$ cat config.mk
export PLATFORM = sky130hd
export DESIGN_NAME = gyro_bias_calibrate_yaw_integrate_core
export DESIGN_NICKNAME = d
export VERILOG_FILES = /design/src/gbcyi_pkg.sv /design/src/gbcyi_div.sv /design/src/gbcyi_ctrl.sv /design/src/gbcyi_dp.sv /design/src/gyro_bias_calibrate_yaw_integrate_core.sv
export SDC_FILE = /design/constraint.sdc
export NUM_CORES = 2
export LEC_CHECK = 0
export ABC_AREA = 1
export BUFFER_PORTS_ARGS = -buffer_cell sky130_fd_sc_hd__buf_4
export CORE_ASPECT_RATIO = 1.2
export CORE_MARGIN = 1
export CORE_UTILIZATION = 30
export CTS_CLUSTER_DIAMETER = 60
export DETAILED_ROUTE_END_ITERATION = 6
export PLACE_DENSITY = 0.42
export SYNTH_ARGS = -nofsm -noshare
export SYNTH_HDL_FRONTEND = slang
export SYNTH_SLANG_ARGS = --single-unit
$ cat constraint.sdc
create_clock -name clk -period 22.2 [get_ports clk]
set_input_delay 3.33 -clock clk [delete_from_list [all_inputs] [get_ports clk]]
set_output_delay 3.33 -clock clk [all_outputs]
set_load 0.005 [all_outputs]
$ cat src/gbcyi_pkg.sv
// Shared types and constants for the gyro bias calibration and yaw integration block.
`default_nettype none
package gbcyi_pkg;

  localparam int AXES = 3;
  localparam int DIV_STEPS = 33;
  localparam int CNT_W = 6;
  localparam logic signed [22:0] RAD2DEG_Q16 = 23'sd3754936;
  localparam logic [15:0] TARGET_RESET = 16'd1000;

  typedef enum logic [3:0] {
    ST_IDLE,
    ST_CONV,
    ST_DLOAD,
    ST_DIV,
    ST_BIAS,
    ST_CORR,
    ST_YMUL,
    ST_YACC,
    ST_OUT
  } state_t;

  typedef struct packed {
    logic       take;
    logic       conv;
    logic [1:0] axis;
    logic       div_load;
    logic       div_step;
    logic       bias_upd;
    logic       corr;
    logic       ymul;
    logic       yacc;
    logic       out_load;
  } cmd_t;

  typedef struct packed {
    logic err;
    logic calib_needed;
    logic out_free;
  } status_t;

endpackage
`default_nettype wire

$ cat src/gbcyi_div.sv
// Bit-serial signed-by-unsigned divider lane, quotient truncated toward zero.
`default_nettype none
module gbcyi_div (
  input  wire logic               clk,
  input  wire logic               load,
  input  wire logic               step,
  input  wire logic signed [32:0] dividend,
  input  wire logic        [15:0] divisor,
  output logic             [31:0] quotient
);

  logic        neg;
  logic [32:0] work;
  logic [15:0] rem;
  logic [15:0] dvsr;
  logic [16:0] trial;
  logic [16:0] trial_sub;
  logic        ge;
  logic [32:0] mag;

  assign mag       = dividend[32] ? 33'(-dividend) : 33'(dividend);
  assign trial     = {rem, work[32]};
  assign ge        = trial >= {1'b0, dvsr};
  assign trial_sub = trial - {1'b0, dvsr};
  assign quotient  = neg ? (32'd0 - work[31:0]) : work[31:0];

  always_ff @(posedge clk) begin
    if (load) begin
      neg  <= dividend[32];
      work <= mag;
      rem  <= '0;
      dvsr <= divisor;
    end else if (step) begin
      rem  <= ge ? trial_sub[15:0] : trial[15:0];
      work <= {work[31:0], ge};
    end
  end

endmodule
`default_nettype wire

$ cat src/gbcyi_ctrl.sv
// Sequencing state machine for one item: convert, average, correct, integrate, emit.
`default_nettype none
module gbcyi_ctrl (
  input  wire logic               clk,
  input  wire logic               rst,
  input  wire logic               s_tvalid,
  output logic                    s_tready,
  input  wire gbcyi_pkg::status_t sts,
  output gbcyi_pkg::cmd_t         cmd
);

  gbcyi_pkg::state_t                  state;
  gbcyi_pkg::state_t                  state_next;
  logic [gbcyi_pkg::CNT_W-1:0]        cnt;
  logic [gbcyi_pkg::CNT_W-1:0]        cnt_next;

  always_ff @(posedge clk) begin
    if (rst) begin
      state <= gbcyi_pkg::ST_IDLE;
      cnt   <= '0;
    end else begin
      state <= state_next;
      cnt   <= cnt_next;
    end
  end

  always_comb begin
    state_next = state;
    cnt_next   = cnt;
    case (state)
      gbcyi_pkg::ST_IDLE: begin
        cnt_next = '0;
        if (s_tvalid) state_next = gbcyi_pkg::ST_CONV;
      end
      gbcyi_pkg::ST_CONV: begin
        if (sts.err) begin
          state_next = gbcyi_pkg::ST_OUT;
        end else if (cnt == gbcyi_pkg::CNT_W'(gbcyi_pkg::AXES - 1)) begin
          cnt_next   = '0;
          state_next = sts.calib_needed ? gbcyi_pkg::ST_DLOAD : gbcyi_pkg::ST_CORR;
        end else begin
          cnt_next = cnt + 1'b1;
        end
      end
      gbcyi_pkg::ST_DLOAD: begin
        cnt_next   = '0;
        state_next = gbcyi_pkg::ST_DIV;
      end
      gbcyi_pkg::ST_DIV: begin
        if (cnt == gbcyi_pkg::CNT_W'(gbcyi_pkg::DIV_STEPS - 1)) begin
          state_next = gbcyi_pkg::ST_BIAS;
        end else begin
          cnt_next = cnt + 1'b1;
        end
      end
      gbcyi_pkg::ST_BIAS: state_next = gbcyi_pkg::ST_CORR;
      gbcyi_pkg::ST_CORR: state_next = gbcyi_pkg::ST_YMUL;
      gbcyi_pkg::ST_YMUL: state_next = gbcyi_pkg::ST_YACC;
      gbcyi_pkg::ST_YACC: state_next = gbcyi_pkg::ST_OUT;
      gbcyi_pkg::ST_OUT: begin
        if (sts.out_free) state_next = gbcyi_pkg::ST_IDLE;
      end
      default: state_next = gbcyi_pkg::ST_IDLE;
    endcase
  end

  always_comb begin
    cmd      = '0;
    cmd.axis = cnt[1:0];
    s_tready = 1'b0;
    case (state)
      gbcyi_pkg::ST_IDLE: begin
        s_tready = ~rst;
        cmd.take = s_tvalid & ~rst;
      end
      gbcyi_pkg::ST_CONV:  cmd.conv     = ~sts.err;
      gbcyi_pkg::ST_DLOAD: cmd.div_load = 1'b1;
      gbcyi_pkg::ST_DIV:   cmd.div_step = 1'b1;
      gbcyi_pkg::ST_BIAS:  cmd.bias_upd = 1'b1;
      gbcyi_pkg::ST_CORR:  cmd.corr     = 1'b1;
      gbcyi_pkg::ST_YMUL:  cmd.ymul     = 1'b1;
      gbcyi_pkg::ST_YACC:  cmd.yacc     = 1'b1;
      gbcyi_pkg::ST_OUT:   cmd.out_load = sts.out_free;
      default: cmd = '0;
    endcase
  end

endmodule
`default_nettype wire

$ cat src/gbcyi_dp.sv
// Datapath: rate conversion, bias averaging, correction, yaw integration, output register.
`default_nettype none
module gbcyi_dp (
  input  wire logic               clk,
  input  wire logic               rst,
  input  wire gbcyi_pkg::cmd_t    cmd,
  output gbcyi_pkg::status_t      sts,
  input  wire logic               cfg_we,
  input  wire logic        [15:0] cfg_wdata,
  input  wire logic        [87:0] s_tdata,
  input  wire logic         [0:0] s_tuser,
  output logic                    m_tvalid,
  input  wire logic               m_tready,
  output logic            [175:0] m_tdata,
  output logic              [1:0] m_tuser
);

  logic signed [23:0] rate_in [gbcyi_pkg::AXES];
  logic        [15:0] dt;
  logic               rf;
  logic signed [29:0] dps [gbcyi_pkg::AXES];
  logic signed [31:0] bias [gbcyi_pkg::AXES];
  logic signed [31:0] last [gbcyi_pkg::AXES];
  logic        [31:0] quo [gbcyi_pkg::AXES];
  logic signed [32:0] diff [gbcyi_pkg::AXES];
  logic        [15:0] target;
  logic        [15:0] bias_count;
  logic        [15:0] divisor;
  logic               bias_done;
  logic        [47:0] yaw;
  logic        [31:0] good_count;
  logic               error_latched;
  logic signed [47:0] yprod;
  logic signed [46:0] prod;
  logic signed [23:0] rate_sel;

  assign rate_sel = rate_in[cmd.axis];
  assign prod     = rate_sel * gbcyi_pkg::RAD2DEG_Q16;
  assign divisor  = bias_count + 16'd1;

  assign sts.err          = error_latched | rf;
  assign sts.calib_needed = bias_count < target;
  assign sts.out_free     = ~m_tvalid | m_tready;

  for (genvar i = 0; i < gbcyi_pkg::AXES; i++) begin : g_axis
    assign diff[i] = 33'(dps[i]) - 33'(bias[i]);

    gbcyi_div u_div (
      .clk      (clk),
      .load     (cmd.div_load),
      .step     (cmd.div_step),
      .dividend (diff[i]),
      .divisor  (divisor),
      .quotient (quo[i])
    );

    always_ff @(posedge clk) begin
      if (cmd.take) rate_in[i] <= s_tdata[24*i +: 24];
      if (cmd.conv && cmd.axis == 2'(i)) dps[i] <= prod[45:16];
    end

    always_ff @(posedge clk) begin
      if (rst) begin
        bias[i] <= '0;
        last[i] <= '0;
      end else begin
        if (cmd.bias_upd) bias[i] <= bias[i] + $signed(quo[i]);
        if (cmd.corr) last[i] <= 32'(dps[i]) - bias[i];
      end
    end
  end

  always_ff @(posedge clk) begin
    if (cmd.take) begin
      dt <= s_tdata[87:72];
      rf <= s_tuser[0];
    end
    if (cmd.ymul) yprod <= last[2] * $signed({1'b0, dt});
  end

  always_ff @(posedge clk) begin
    if (rst) begin
      target        <= gbcyi_pkg::TARGET_RESET;
      bias_count    <= '0;
      bias_done     <= 1'b0;
      yaw           <= '0;
      good_count    <= '0;
      error_latched <= 1'b0;
      m_tvalid      <= 1'b0;
    end else begin
      if (cfg_we) target <= cfg_wdata;
      if (cmd.bias_upd) begin
        bias_count <= divisor;
        if (divisor == target) bias_done <= 1'b1;
      end
      if (cmd.yacc) begin
        good_count <= good_count + 32'd1;
        if (bias_done) yaw <= yaw + 48'($signed(yprod[47:20]));
      end
      if (cmd.out_load) begin
        m_tvalid <= 1'b1;
        if (sts.err) error_latched <= 1'b1;
      end else if (m_tready) begin
        m_tvalid <= 1'b0;
      end
    end
  end

  always_ff @(posedge clk) begin
    if (cmd.out_load) begin
      m_tdata <= {good_count, yaw, last[2], last[1], last[0]};
      m_tuser <= {bias_done, sts.err};
    end
  end

endmodule
`default_nettype wire

$ cat src/gyro_bias_calibrate_yaw_integrate_core.sv
// Top level of the gyro bias calibration and yaw integration block.
// While averaging the bias, each item passes through the 33-step bit-serial divider
// (one per axis, three lanes in parallel); once done it skips the divider, and an item
// taken with a read failure or a latched error goes straight to the output register.
// The output register lets the next item enter while a result waits. Synchronous
// active-high reset clears control state, bias, yaw, counts, flags, target and m_tvalid.
`default_nettype none
module gyro_bias_calibrate_yaw_integrate_core (
  input  wire logic         clk,
  input  wire logic         rst,
  input  wire logic         cfg_we,
  input  wire logic  [15:0] cfg_wdata,  // bias_sample_target
  input  wire logic         s_tvalid,
  output logic              s_tready,
  input  wire logic  [87:0] s_tdata,    // rate_x_rad, rate_y_rad, rate_z_rad, step_time
  input  wire logic   [0:0] s_tuser,    // read_failed
  output logic              m_tvalid,
  input  wire logic         m_tready,
  output logic      [175:0] m_tdata,    // corrected_x/y/z_dps, heading_deg, samples_seen
  output logic        [1:0] m_tuser     // result_status, calibrated
);

  gbcyi_pkg::cmd_t    cmd;
  gbcyi_pkg::status_t sts;

  gbcyi_ctrl u_ctrl (
    .clk      (clk),
    .rst      (rst),
    .s_tvalid (s_tvalid),
    .s_tready (s_tready),
    .sts      (sts),
    .cmd      (cmd)
  );

  gbcyi_dp u_dp (
    .clk       (clk),
    .rst       (rst),
    .cmd       (cmd),
    .sts       (sts),
    .cfg_we    (cfg_we),
    .cfg_wdata (cfg_wdata),
    .s_tdata   (s_tdata),
    .s_tuser   (s_tuser),
    .m_tvalid  (m_tvalid),
    .m_tready  (m_tready),
    .m_tdata   (m_tdata),
    .m_tuser   (m_tuser)
  );

endmodule
`default_nettype wire

### Yosys cells after proc, flatten, opt, wreduce, memory -nomap -nowiden

Memory sizes are Yosys's and may differ from the RTL's. A register that Yosys moved wholly into a read port is not among the register bits.
Cells that the tools add are included.
Widths: inputs -> output; s select.

| operators by class | value |
|---|---|
| div/mod/pow operators | 0 |
| $mul | 2 |
| eq/ne operators | 19 |
| order comparisons | 4 |
| reduce and logical (&&, ||, !) cells | 17 |
| mux-type cells | 67 |
| add/sub/neg operators | 22 |
| shift operators | 0 |
| bitwise logic cells | 12 |

Operator list:

| cell | number |
|---|---|
| $mux 33 | 9 |
| $mux 32 | 9 |
| $neg 33->33 | 3 |
| $sub 30x32->33 | 3 |
| $add 32x32->32 | 3 |
| $sub 1x32->32 const A | 3 |
| $sub 30x32->32 | 3 |
| $mux 30 | 2 |
| $reduce_or 30->1 | 2 |
| $ge 17x16->1 | 3 |
| $add 48x48->48 | 1 |
| $mul 32x17->48 | 1 |
| $mux 16 | 3 |
| $sub 16x16->16 | 3 |
| $mul 24x20->43 const B | 1 |
| $pmux 4 s9 | 1 |
| $add 32x1->32 const B | 1 |
| $mux 1 | 30 |
| $mux 4 | 5 |
| $mux 6 | 3 |
| $pmux 6 s3 | 1 |
| $add 16x1->16 const B | 1 |
| $eq 16x16->1 | 1 |
| $eq 4x3->1 const B | 4 |
| 27 further kinds | 47 |

| word-level totals | value |
|---|---|
| word-level logic and storage cells | 171 |
| memory bits (read-only) | 0 |
| bits in latches | 0 |
| register bits | 534 |
| memories kept | 4 |
| bits in writable memories | 354 |
| output and inout bits | 180 |
| input port bits | 110 |

Memory list:

| memory | words | width | read ports | clocked after Yosys merged registers in | write ports | line | source |
|---|---|---|---|---|---|---|---|
| u_dp.bias | 3 | 32 | 3 | 0 | 3 | gbcyi_dp.sv:22 | `logic signed [31:0] bias [gbcyi_pkg::AXES];` |
| u_dp.last | 3 | 32 | 3 | 2 | 3 | gbcyi_dp.sv:23 | `logic signed [31:0] last [gbcyi_pkg::AXES];` |
| u_dp.dps | 3 | 30 | 3 | 0 | 1 | gbcyi_dp.sv:21 | `logic signed [29:0] dps [gbcyi_pkg::AXES];` |
| u_dp.rate_in | 3 | 24 | 1 | 0 | 3 | gbcyi_dp.sv:18 | `logic signed [23:0] rate_in [gbcyi_pkg::AXES];` |

### Logic depth before layout (Yosys ltp)

| depth | value |
|---|---|
| word-level depth | 10 |
| mapped depth | 37 |
| mapped depth without buffers | 36 |

### By module

From an unflattened synthesis, not the netlist that was laid out.

| unflattened totals | value |
|---|---|
| cell total of the unflattened synthesis | 10767 |
| area total of the unflattened synthesis | 85552.1 µm² |

Modules (own cells, without submodules):

| module | instances | sequential area each (µm²) | cells an instance | area an instance (µm²) |
|---|---|---|---|---|
| gbcyi_dp | 1 | 19628.8 | 7978 | 67482.2 |
| gbcyi_div (u_dp.g_axis[0].u_div ...) | 2 | 1821.7 | 880 | 5701.7 |
| gbcyi_div (u_dp.g_axis[2].u_div) | 1 | 1821.7 | 895 | 5854.4 |
| gbcyi_ctrl | 1 | 200.2 | 134 | 812.0 |

### Worst setup path before layout

Ideal clock, no wire load.

| path | value |
|---|---|
| path kind | input-to-reg |
| from | input m_tready |
| to | register u_dp.m_tdata[0], in the netlist m_tdata[0] (read register of u_dp.last), enable pin |
| setup time | 0.720 ns |
| setup slack | 10.730 ns |
| arrival | 10.750 ns |
| stages on the path | 2 |
| cells stage by stage | nor2_1 > nor2_1 |

RTL lines:

| element | line | source |
|---|---|---|
| start: declaration | gyro_bias_calibrate_yaw_integrate_core.sv:18 | `input wire logic m_tready,` |
| end: declaration | gbcyi_dp.sv:14 | `output logic [175:0] m_tdata,` |

### Worst setup path after layout

| path | value |
|---|---|
| from | register u_ctrl.state[0] |
| to | memory u_dp.dps[0][29], data pin |

| between the ends | value |
|---|---|
| elaborated cells between the ends (all ways) | 21 |

RTL lines:

| element | line | source |
|---|---|---|
| start: declaration | gbcyi_ctrl.sv:12 | `gbcyi_pkg::state_t state;` |
| start signal: assignment | gbcyi_ctrl.sv:19 | `state <= gbcyi_pkg::ST_IDLE;` |
| start signal: assignment | gbcyi_ctrl.sv:22 | `state <= state_next;` |
| $eq 4x1->1 (tied with other cells) | gbcyi_ctrl.sv:71 | `case (state)` |
| $reduce_or 9->1 (no line) (*) | n/a |  |
| $mux 2 (*) | gbcyi_ctrl.sv:71 |  |
| $mem_v2 3x24 (*) | n/a |  |
| $mul 24x20->43 (*) | gbcyi_dp.sv:38 | `assign prod = rate_sel * gbcyi_pkg::RAD2DEG_Q16;` |
| net u_dp.prod[45] | gbcyi_dp.sv:34 | `logic signed [46:0] prod;` |
| $mux 30 (no line) | n/a |  |
| $mux 30 (no line) (*) | n/a |  |
| end: declaration | gbcyi_dp.sv:21 |  |

The timed path passes the listed nets; every way through them passes the cells marked *.

==> results_dict.tcl <==
set metrics [dict create \
    worstRegToRegCells 28 \
    cts_resized 0 \
    cts_tree "done" \
    htree_levels 3 \
    hold_path.class "flop to flop" \
    status "completed" \
    worst-path-stages 28 \
    end_kind "flop" \
    maxSlewViolCount 0 \
    insertion_delay_ns 0.81 \
    syn_area_sq_um 83850 \
    ant_nets 0 \
    ioPinCount 290 \
    async_flop_share_pct 0 \
    cp.arrival_ns 8.89 \
    area_growth_pct 12.64 \
    clock_skew_ns 0.07781 \
    grt_pass1_vias 71570 \
    grt_max_degree 76 \
    path_max_fanout 25 \
    first_pass_iters 6 \
    setup_viol 0 \
    synth_seq_area_share_pct 29.02 \
    final-instance-count-excl-fill 14530 \
    slowest_stage "a221oi_1" \
    cts_setup_buffers 0 \
    clockBufferDepth 3 \
    coreArea_sq_um 278000 \
    gp_congestion 0.9069 \
    die_h_um 581.1 \
    seq_area_sq_um 24330 \
    rsz0062_at_grt "false" \
    ys.flop_type "edfxtp_1" \
    dp.final_hpwl_um 244100 \
    cp.required_ns 22.73 \
    drive_gt1_share_pct 7.382 \
    fin_tns_setup_ns 0 \
    grt_pass1_wl_um 444500 \
    grt_use_total_pct 20.89 \
    n_fill_cell 29470 \
    clockRootBuffer "clkbuf_16" \
    fin_crit_sh_pct 37.67 \
    placed_cells 14300 \
    wirelength_um 295600 \
    synth_edf_count 695 \
    crit_family "adder cells" \
    vias_per_cell 4.715 \
    avgSynthCellArea_sq_um 7.956 \
    rows 212 \
    die_area_sq_um 281600 \
    synth_fp_nets 11980 \
    hold_buffers 0 \
    port_buffers 289 \
    drv_cap 0 \
    fmax_mhz 119.6 \
    criticalPathCategory "flop to flop" \
    start_util_pct 30.16 \
    postSynthCellCount 10540 \
    cp-start-kind "flop" \
    finalHoldViolCount 0 \
    min_period_ns 8.363 \
    vias 68530 \
    die-width_um 484.6 \
    max_stage_delay_ns 0.70 \
    grt.overflow.total 0 \
    drtIter0Drc 3636 \
    yosys_register_bits 868 \
    antenna_found_initial 4 \
    path_buf_inv 7 \
    postLayoutCoreUtil_pct 33.98 \
    whs_path_depth 0 \
    worst_pin_slew_ns 1.339 \
    final_nets 12230 \
    clock_sinks 868 \
    clk_pin_slew_worst_paths_ns 0.06 \
    wire_per_inst_um 20.34 \
    cts_made_buffers 121 \
    relSlewSlack_pct 10.71 \
    yosysUniqueCellTypes 68 \
    drc 0 \
    yosys_warnings 0 \
    multi_input_area_sq_um 50150 \
]
[through the flow]
step                      hold WS [ns]  setup slack [ns]  instance area [sq um]
final                           0.4110             13.84                  94450
after global routing            0.4192             13.34                  94450
after CTS                       0.4132             13.67                  94450
after detailed placement        0.4045             13.71                  90230
after global placement          0.4041             13.70                  90230
after floorplan                 0.4003             10.73                  83850
[area by class of cell]
type                    count  area share [%]
multi-input cells        7170           53.10
well taps                3638           4.819
flip-flops and latches    868           25.76
repair buffers            354           2.814
clock buffers             147           3.386
inverters                2273           9.037
clock inverters            79           1.076
diodes                      3        0.007948
[layout by cell type (no fill, tap or decap), drive strengths merged, types with 35 or more instances in the layout]
cell	Yosys	layout
inv	2270	2298
edfxtp	695	695
xnor2	112	112
nand3	380	380
o21ai	416	416
buf	32	354
a21o	35	35
or2	62	62
dfxtp	173	173
xor2	230	230
nor2	837	837
o21bai	44	44
nand4	133	133
fa	721	721
clkbuf	196	147
nand2	2542	2542
a31oi	65	65
ha	606	606
a21oi	593	593
nor3	135	135
clkinv	3	39
[layer usage]
metal	GRT usage [%]	routed length, um
met5	0	13
met1	23.95	119900
met3	2.111	8905
met4	6.563	10140
met2	40.04	156700
[cell usage after synthesis, drive strengths merged, types with 29 or more instances]
cell type / instances / share of area, %
nor2: 837 / 4.0
nor3: 135 / 0.88
inv: 2270 / 10
clkbuf: 196 / 0.88
a21o: 35 / 0.31
fa: 721 / 17
o21bai: 44 / 0.39
buf: 32 / 0.23
nand3: 380 / 2.4
o21a: 32 / 0.29
or2: 62 / 0.46
xor2: 230 / 2.4
nand2: 2542 / 12
nand4: 133 / 1.0
o211ai: 32 / 0.29
xnor2: 112 / 1.2
dfxtp: 173 / 4.1
a31oi: 65 / 0.48
edfxtp: 695 / 25
a21oi: 593 / 3.6
o21ai: 416 / 2.5
nor4: 29 / 0.22
ha: 606 / 9.0
[registers in the layout (all words and copies together) (netlist names), 28 cells and up]
register and cells:
u_dp.yaw 48, u_dp.m_tdata 112, u_dp.good_count 32, u_dp.dps 90, u_dp.rate_in 72, u_dp.bias 96
u_dp.g_axis.u_div.rem 48, u_dp.yprod 28, m_tdata 64, u_dp.last 96, u_dp.g_axis.u_div.work 99
[worst reg2reg max path, delay by kind of cell, from the launching register on]
kind	cells	cell delay (ns)
and+or+nand+nor	5	0.62
buffers and inverters	7	0.83
DFF	1	0.33
adders and majority gates	8	3.76
AOI/OAI and AO/OA	8	2.55
[cell families after synthesis]
family          synth area share [%]
compound gates                 8.832
mux                          0.02537
flops                          29.02
xor+xnor                       3.644
simple gates                   20.95
fa+ha+maj                      26.26
buf+inv                        11.28
[worst paths after layout]
check / start / endpoint / slack, ns
max: u_ctrl.state[0] / u_dp.dps[0][29] / 13.84
min: u_dp.last[1][4] / m_tdata[36] / 0.41
min reg2reg: u_dp.last[1][4] / m_tdata[36] / 0.41
max reg2reg: u_ctrl.state[0] / u_dp.dps[0][29] / 13.84
Power is left out: the tool's default activity adds up to more than one toggle a clock period on the data nets, which glitch-free logic cannot reach.
